--- src/hw/rtl/mdfs_pkg.sv ---
// Package for the mouse delta fixed-point scaler.
// Holds the input and result word types, register indexes and scaling constants.
// No dependencies.
package mdfs_pkg;

    // Request kinds carried in req_type.
    localparam logic REQ_MOTION = 1'b0;
    localparam logic REQ_SEND   = 1'b1;

    // Configuration register indexes.
    localparam logic [1:0] CFG_GAIN   = 2'd0;
    localparam logic [1:0] CFG_WIDTH  = 2'd1;
    localparam logic [1:0] CFG_HEIGHT = 2'd2;

    localparam logic [31:0] GAIN_RESET = 32'h0001_0000;
    localparam int          FRAC_BITS  = 16;
    localparam logic [15:0] ABS_HALF   = 16'h8000;
    localparam logic [31:0] ABS_MAX    = 32'h7FFF_FFFF;
    localparam logic [31:0] ABS_MIN    = 32'h8000_0000;

    // Quotient bits produced by the divider once the overflow test has passed.
    localparam int          DIV_STEPS  = 31;

    typedef struct packed {
        logic        req_type;
        logic [15:0] delta_x;
        logic [15:0] delta_y;
        logic        is_absolute;
        logic        is_virtual_desktop;
        logic [15:0] cursor_x;
        logic [15:0] cursor_y;
    } mdfs_item_t;

    typedef struct packed {
        logic [31:0] abs_x;
        logic [31:0] abs_y;
    } mdfs_result_t;

endpackage

--- src/hw/rtl/mouse_delta_fixed_point_scaler_unit.sv ---
// Mouse delta fixed-point scaler: top level with sequencer, shared multiplier and divider.
// Depends on mdfs_pkg for the word types and constants.
//
// A motion word is absorbed in the cycle it is accepted and the block stays ready for the
// next word. A send request that produces a result keeps item_stall high until the pair has
// moved into the output register. The two axes are worked one after the other through one
// shared 32x32 multiplier and one restoring divider that yields one quotient bit per cycle.
// Each axis steps through: multiply, add the remainder, take the magnitude, move the
// position, set up the divider, 31 divider steps and store the result. An axis whose
// position saturates skips its 31 divider steps. A final state moves the pair into the output
// register; a result still waiting there holds the block in that state until it is taken.
// A send request that produces nothing is absorbed without leaving the idle state. A following
// motion word is accepted while the finished result waits to be taken.
module mouse_delta_fixed_point_scaler_unit
    import mdfs_pkg::*;
(
    input  logic         clk,
    input  logic         rst_n,
    input  logic         item_valid,
    output logic         item_stall,
    input  mdfs_item_t   item,
    output logic         result_valid,
    input  logic         result_stall,
    output mdfs_result_t result,
    input  logic         cfg_valid,
    output logic         cfg_ready,
    input  logic [1:0]   cfg_index,
    input  logic [31:0]  cfg_data
);

    localparam logic [3:0] S_IDLE = 4'd0;
    localparam logic [3:0] S_MUL  = 4'd1;
    localparam logic [3:0] S_REL  = 4'd2;
    localparam logic [3:0] S_ABS  = 4'd3;
    localparam logic [3:0] S_POS  = 4'd4;
    localparam logic [3:0] S_NORM = 4'd5;
    localparam logic [3:0] S_DIV  = 4'd6;
    localparam logic [3:0] S_RES  = 4'd7;
    localparam logic [3:0] S_FIN  = 4'd8;

    logic [3:0]   state_reg, state_next;
    logic         axis_reg;
    logic [4:0]   div_cnt_reg;

    logic [31:0]  gain_reg;
    logic [15:0]  width_reg;
    logic [15:0]  height_reg;
    logic [31:0]  accum_x_reg, accum_y_reg;
    logic [16:0]  frac_x_reg, frac_y_reg;

    logic [15:0]  cursor_x_reg, cursor_y_reg;
    logic         aneg_reg, rneg_reg, pneg_reg, ovf_reg;
    logic [63:0]  prod_reg;
    logic [64:0]  rel_reg;
    logic [63:0]  rmag_reg;
    logic [49:0]  pos_reg;
    logic [15:0]  rem_reg;
    logic [30:0]  quo_reg;
    logic [31:0]  abs_x_reg, abs_y_reg;

    logic         result_valid_reg;
    mdfs_result_t result_reg;

    logic         accept;
    logic         out_free;
    logic [32:0]  sum_x, sum_y;
    logic         motion_skip, send_skip;
    logic [31:0]  acc_sel, amag;
    logic [16:0]  frac_sel;
    logic [64:0]  frac_ext, prod_ext;
    logic [15:0]  res_sel, cursor_sel;
    logic [16:0]  frac_new;
    logic [49:0]  step_ext, cursor_ext;
    logic [49:0]  posmag;
    logic [32:0]  rem_init;
    logic [16:0]  trial;
    logic         qbit;
    logic [31:0]  abs_val;

    assign item_stall   = (state_reg != S_IDLE);
    assign accept       = item_valid && !item_stall;
    assign cfg_ready    = 1'b1;
    assign result_valid = result_valid_reg;
    assign result       = result_reg;
    assign out_free     = !result_valid_reg || !result_stall;

    // Saturating accumulation of motion words.
    assign sum_x = {accum_x_reg[31], accum_x_reg} + {{17{item.delta_x[15]}}, item.delta_x};
    assign sum_y = {accum_y_reg[31], accum_y_reg} + {{17{item.delta_y[15]}}, item.delta_y};
    assign motion_skip = (item.is_absolute && !item.is_virtual_desktop)
                         || (item.delta_x == 16'd0 && item.delta_y == 16'd0);
    assign send_skip = (accum_x_reg == 32'd0 && accum_y_reg == 32'd0)
                       || width_reg == 16'd0 || height_reg == 16'd0;

    // Operand selection for the axis being worked.
    assign acc_sel    = axis_reg ? accum_y_reg : accum_x_reg;
    assign amag       = acc_sel[31] ? (32'd0 - acc_sel) : acc_sel;
    assign frac_sel   = axis_reg ? frac_y_reg : frac_x_reg;
    assign res_sel    = axis_reg ? height_reg : width_reg;
    assign cursor_sel = axis_reg ? cursor_y_reg : cursor_x_reg;

    assign frac_ext   = {{48{frac_sel[16]}}, frac_sel};
    assign prod_ext   = {1'b0, prod_reg};

    // The remainder keeps the sign of the scaled value and its low 16 magnitude bits.
    assign frac_new   = rneg_reg ? (17'd0 - {1'b0, rmag_reg[15:0]}) : {1'b0, rmag_reg[15:0]};
    assign step_ext   = {2'b00, rmag_reg[63:FRAC_BITS]};
    assign cursor_ext = {{34{cursor_sel[15]}}, cursor_sel};

    // The dividend is |pos| * 65536 + 32768. Its top 33 bits decide saturation: the quotient
    // reaches 2^31 exactly when they are not below the resolution.
    assign posmag   = pos_reg[49] ? (50'd0 - pos_reg) : pos_reg;
    assign rem_init = posmag[47:15];

    assign trial = {rem_reg, quo_reg[30]};
    assign qbit  = (trial >= {1'b0, res_sel});

    always_comb
    begin
        if (ovf_reg)
        begin
            abs_val = pneg_reg ? ABS_MIN : ABS_MAX;
        end
        else if (pneg_reg)
        begin
            abs_val = 32'd0 - {1'b0, quo_reg};
        end
        else
        begin
            abs_val = {1'b0, quo_reg};
        end
    end

    always_comb
    begin
        state_next = state_reg;
        case (state_reg)
            S_IDLE:
            begin
                if (accept && item.req_type == REQ_SEND && !send_skip)
                begin
                    state_next = S_MUL;
                end
            end
            S_MUL:  state_next = S_REL;
            S_REL:  state_next = S_ABS;
            S_ABS:  state_next = S_POS;
            S_POS:  state_next = S_NORM;
            S_NORM:
            begin
                state_next = (rem_init >= {17'd0, res_sel}) ? S_RES : S_DIV;
            end
            S_DIV:
            begin
                if (div_cnt_reg == 5'd1)
                begin
                    state_next = S_RES;
                end
            end
            S_RES:  state_next = axis_reg ? S_FIN : S_MUL;
            S_FIN:
            begin
                if (out_free)
                begin
                    state_next = S_IDLE;
                end
            end
            default: state_next = S_IDLE;
        endcase
    end

    // Control and architectural state.
    always_ff @(posedge clk or negedge rst_n)
    begin
        if (!rst_n)
        begin
            state_reg        <= S_IDLE;
            axis_reg         <= 1'b0;
            div_cnt_reg      <= 5'd0;
            gain_reg         <= GAIN_RESET;
            width_reg        <= 16'd0;
            height_reg       <= 16'd0;
            accum_x_reg      <= 32'd0;
            accum_y_reg      <= 32'd0;
            frac_x_reg       <= 17'd0;
            frac_y_reg       <= 17'd0;
            result_valid_reg <= 1'b0;
        end
        else
        begin
            state_reg <= state_next;

            if (cfg_valid && cfg_ready)
            begin
                case (cfg_index)
                    CFG_GAIN:   gain_reg   <= cfg_data;
                    CFG_WIDTH:  width_reg  <= cfg_data[15:0];
                    CFG_HEIGHT: height_reg <= cfg_data[15:0];
                    default:    ;
                endcase
            end

            if (state_reg == S_FIN && out_free)
            begin
                result_valid_reg <= 1'b1;
            end
            else if (result_valid_reg && !result_stall)
            begin
                result_valid_reg <= 1'b0;
            end

            case (state_reg)
                S_IDLE:
                begin
                    axis_reg <= 1'b0;
                    if (accept && item.req_type == REQ_MOTION && !motion_skip)
                    begin
                        if (sum_x[32] != sum_x[31])
                        begin
                            accum_x_reg <= sum_x[32] ? ABS_MIN : ABS_MAX;
                        end
                        else
                        begin
                            accum_x_reg <= sum_x[31:0];
                        end
                        if (sum_y[32] != sum_y[31])
                        begin
                            accum_y_reg <= sum_y[32] ? ABS_MIN : ABS_MAX;
                        end
                        else
                        begin
                            accum_y_reg <= sum_y[31:0];
                        end
                    end
                end
                S_POS:
                begin
                    if (axis_reg)
                    begin
                        frac_y_reg <= frac_new;
                    end
                    else
                    begin
                        frac_x_reg <= frac_new;
                    end
                end
                S_NORM:
                begin
                    div_cnt_reg <= 5'(DIV_STEPS);
                end
                S_DIV:
                begin
                    div_cnt_reg <= div_cnt_reg - 5'd1;
                end
                S_RES:
                begin
                    axis_reg <= 1'b1;
                end
                S_FIN:
                begin
                    if (out_free)
                    begin
                        accum_x_reg <= 32'd0;
                        accum_y_reg <= 32'd0;
                    end
                end
                default: ;
            endcase
        end
    end

    // Datapath registers of the shared multiplier and divider.
    always_ff @(posedge clk)
    begin
        case (state_reg)
            S_IDLE:
            begin
                cursor_x_reg <= item.cursor_x;
                cursor_y_reg <= item.cursor_y;
            end
            S_MUL:
            begin
                aneg_reg <= acc_sel[31];
                prod_reg <= 64'(amag) * 64'(gain_reg);
            end
            S_REL:
            begin
                rel_reg <= aneg_reg ? (frac_ext - prod_ext) : (frac_ext + prod_ext);
            end
            S_ABS:
            begin
                rneg_reg <= rel_reg[64];
                rmag_reg <= rel_reg[64] ? (64'd0 - rel_reg[63:0]) : rel_reg[63:0];
            end
            S_POS:
            begin
                pos_reg <= rneg_reg ? (cursor_ext - step_ext) : (cursor_ext + step_ext);
            end
            S_NORM:
            begin
                pneg_reg <= pos_reg[49];
                ovf_reg  <= (rem_init >= {17'd0, res_sel});
                rem_reg  <= rem_init[15:0];
                quo_reg  <= {posmag[14:0], ABS_HALF};
            end
            S_DIV:
            begin
                // One restoring step: the dividend bits leave at the top, quotient bits
                // enter at the bottom.
                rem_reg <= qbit ? 16'(trial - {1'b0, res_sel}) : trial[15:0];
                quo_reg <= {quo_reg[29:0], qbit};
            end
            S_RES:
            begin
                if (axis_reg)
                begin
                    abs_y_reg <= abs_val;
                end
                else
                begin
                    abs_x_reg <= abs_val;
                end
            end
            S_FIN:
            begin
                if (out_free)
                begin
                    result_reg.abs_x <= abs_x_reg;
                    result_reg.abs_y <= abs_y_reg;
                end
            end
            default: ;
        endcase
    end

endmodule
--- config.mk ---
export PLATFORM = sky130hd
export DESIGN_NAME = mouse_delta_fixed_point_scaler_unit
export DESIGN_NICKNAME = d
export VERILOG_FILES = /design/src/hw/rtl/mdfs_pkg.sv /design/src/hw/rtl/mouse_delta_fixed_point_scaler_unit.sv
export SDC_FILE = /design/constraint.sdc
export NUM_CORES = 2
export LEC_CHECK = 0
export ABC_AREA = 1
export BUFFER_PORTS_ARGS = -buffer_cell sky130_fd_sc_hd__buf_4
export CORE_UTILIZATION = 50
export CTS_BUF_LIST = sky130_fd_sc_hd__clkbuf_4
export DETAILED_ROUTE_END_ITERATION = 8
export PLACE_DENSITY = 0.77
export SLEW_MARGIN = 20
export SYNTH_ARGS = -nofsm -noshare
export SYNTH_HDL_FRONTEND = slang
export SYNTH_SLANG_ARGS = --single-unit
--- constraint.sdc ---
create_clock -name clk -period 8.9 [get_ports clk]
set_input_delay 1.78 -clock clk [delete_from_list [all_inputs] [get_ports clk]]
set_output_delay 1.78 -clock clk [all_outputs]
set_load 0.1 [all_outputs]
==> flow_metrics.env <==
export IMPL_clkSlewWorstSetupHoldPaths_ns=0.07
export IMPL_max_slew_margin_rel_pct=25.1
export IMPL_cts_buffers=169
export IMPL_nFillCells=13500
export IMPL_final_nets=11400
export IMPL_syn_inst=9359
export IMPL_ant_nets=0
export IMPL_critPathMaxStageDelay_ns=0.62
export IMPL_arrival_ns=9.70
export IMPL_holdPathEnd="result[57]$_DFFE_PP_"
export IMPL_worst_r2r_setup_slack_ns=0.07
export IMPL_drive_gt1_share_pct=13.8
export IMPL_synthFlopType="edfxtp_1"
export IMPL_timing_rr_start="axis_reg$_DFFE_PN0P_"
export IMPL_worst_ep_required_time_ns=9.77
export IMPL_synth_edf_count=453
export IMPL_track_usage_pct=33.2
export IMPL_utilization_pct=57.8
export IMPL_fmax_ghz=0.113
export IMPL_ctsHoldBuffers=0
export IMPL_antenna_found_initial=7
export IMPL_finalCritPeriodShare_pct=99.2
export IMPL_syn_nets=10800
export IMPL_hold_path_depth=0
export IMPL_grt_pass1_wl_um=386000
export IMPL_syn_avg_cell_area_um2=8.05
export IMPL_use_met3_pct=8.03
export IMPL_global_route_usage_met1_pct=42.5
export IMPL_final_cell_mix="nand2_1 (1748), inv_1 (1637), nor2_1 (1242)"
export IMPL_timing_hold_violations_final=0
export IMPL_final_common_cell="nand2_1"
export IMPL_maxCapViolCount=0
export IMPL_synth_top_cell_area_share_pct=23.9
export IMPL_critical_path_slowest_cell="fa_1"
export IMPL_port_buffers=171
export IMPL_ys_ff_latch=626
export IMPL_place_congestion=1.01
export IMPL_wl_per_cell_um=20.9
export IMPL_hpwl_um=205000
export IMPL_ioPinCount=173
export IMPL_cts_tree="yes"
export IMPL_worstHoldStart="abs_x_reg[25]$_DFFE_PP_"
export IMPL_syn_to_final_growth_pct=14.8
export IMPL_rsz0062_at_grt="yes"
export IMPL_start_kind="flip-flop"
export IMPL_grt_max_degree=139
export IMPL_cts_sinks=626
export IMPL_yosys_area_top_type="fa_1"
export IMPL_gr_total_overflow=0
export IMPL_route_detailed_drc=0
export IMPL_die_w_um=390
export IMPL_path_max_fanout=8
export IMPL_initial_core_util_pct=50.3
export IMPL_period_minus_slack_ns=8.83
export IMPL_core_region_area_um2=150000
export IMPL_gr_max_usage_layer="met2"
export IMPL_syn_area_um2=75400
export IMPL_largest_register_ffs=65
export IMPL_die_area_um2=152000
export IMPL_cpMostUsedCell="fa_1"
export IMPL_grt_pass1_vias=67800
export IMPL_setup_violations=0
export IMPL_wirelength_um=252000
export IMPL_clockBufferDepth=3
export IMPL_insertion_delay_ns=1.21
export IMPL_worst_slew_pin_slew_ns=1.12
export IMPL_ctsRootBufferMaster="clkbuf_4"
export IMPL_crit_path_end_kind="flip-flop"
export IMPL_min_path_type="flip-flop to flip-flop"
export IMPL_rows=142
export IMPL_reg2regPathDepth=40
export IMPL_synth_area_leaders="fa_1 (24%), edfxtp_1 (18%), nand2_1 (8.9%), inv_1 (8.3%), ha_1 (8.0%)"
export IMPL_status="completed"
export IMPL_finalMaxSlewViolations=0
export IMPL_ys_warn_count=0
export IMPL_synth_async_reset_ratio_pct=27.6
export IMPL_ys_types=62
export IMPL_num_vias=67000
export IMPL_ys_seq_area_share_pct=23.8
export IMPL_vias_per_cell=5.54
export IMPL_skew_ns=0.102
export IMPL_drt_initial_drc_count=5742
export IMPL_cts_htree_levels=4
export IMPL_critPathKind="flip-flop to flip-flop"
export IMPL_die_h_um=390
export IMPL_dr_pass1_iters=6
export IMPL_gr_usage_met2_pct=53.1
export IMPL_reg2reg_to="prod_reg[53]$_DFFE_PP_"
## kinds of logic (layout without fill, tap and decap cells)
group	Yosys count	after routing	share of synthesized area, %
AOI/OAI and AO/OA	1101	1101	8.16
DFF	626	626	23.8
adders and majority gates	1382	1382	31.9
and+or+nand+nor	3750	3751	20.2
muxes	4	4	0.0531
other	1	11	0.00497
xor gates and xnor gates	479	479	5.58
buffers and inverters	2016	2732	10.3
## layout make-up
cell class / count / area (µm²) / share of cell area [%]
antenna: 10 / 25.0 / 0.0289
clock buffer: 225 / 1690 / 1.95
clock inverter: 80 / 556 / 0.642
inverter: 1735 / 6550 / 7.57
multi-input combinational: 6718 / 51400 / 59.4
sequential: 626 / 17900 / 20.7
tap: 2016 / 2520 / 2.91
timing repair buffer: 692 / 5820 / 6.73
## worst max-delay path by stage
stage | start | endpoint | slack, ns
after detailed placement | axis_reg$_DFFE_PN0P_ | prod_reg[55]$_DFFE_PP_ | -0.09
after floorplan | axis_reg$_DFFE_PN0P_ | prod_reg[63]$_DFFE_PP_ | 0.21
after CTS | axis_reg$_DFFE_PN0P_ | prod_reg[44]$_DFFE_PP_ | 0.0003
after global routing | axis_reg$_DFFE_PN0P_ | prod_reg[52]$_DFFE_PP_ | -0.23
final | axis_reg$_DFFE_PN0P_ | prod_reg[53]$_DFFE_PP_ | 0.07
after global placement | axis_reg$_DFFE_PN0P_ | prod_reg[50]$_DFFE_PP_ | -0.04
## what timing repair did
action	4_1_cts	5_1_grt
cloned	0	5
setup buffers	0	36
endpoints found under the setup margin	18	43
gates resized for setup	27	435
pin swaps	1	171
## per-stage QoR
step | cells | hold WS, ns | instance area, µm² | setup TNS, ns | setup slack, ns
floorplan | 9359 | 0.400 | 75400 | 0 | 0.212
global placement | 11700 | 0.404 | 82100 | -0.0449 | -0.0384
detailed placement | 11700 | 0.405 | 82100 | -0.615 | -0.0947
CTS | 12100 | 0.365 | 84400 | 0 | 0.000277
global route | 12100 | 0.413 | 86500 | -3.14 | -0.230
finish | 12100 | 0.406 | 86600 | 0 | 0.0692
## synthesized netlist by cell type (all sizes together), types with 13 or more instances
master	count
nor3	108
a21boi	13
nor2	1349
o31ai	13
o21ai	455
xnor2	154
a21oi	383
buf	90
a21o	47
nand4	73
nor4	90
a31oi	83
fa	901
dfrtp	172
nand3	311
o211ai	20
ha	481
clkinv	19
o21bai	37
o21a	14
inv	1716
xor2	325
nand2	1798
clkbuf	191
edfxtp	453
## critical path, delay by kind of cell, from the launching register on
family,cells,cell delay (ns)
AND/OR/NAND/NOR,11,1.22
XOR/XNOR,2,0.40
AO/OA/AOI/OAI,6,1.04
buffers and inverters,11,0.81
flip-flops,1,0.56
adder cells (fa/ha/maj),10,4.50
## per-layer routing
layer  share of wire, %  vias up  wire (µm)
li1                   -    30600          -
met5              0.013        -         34
met1                 40    32400     100000
met2                 45     3207     114000
met4                5.4        6      13700
met3                9.7      741      24400
Power is left out: the tool's default activity adds up to more than one toggle a clock period on the data nets, which glitch-free logic cannot reach.
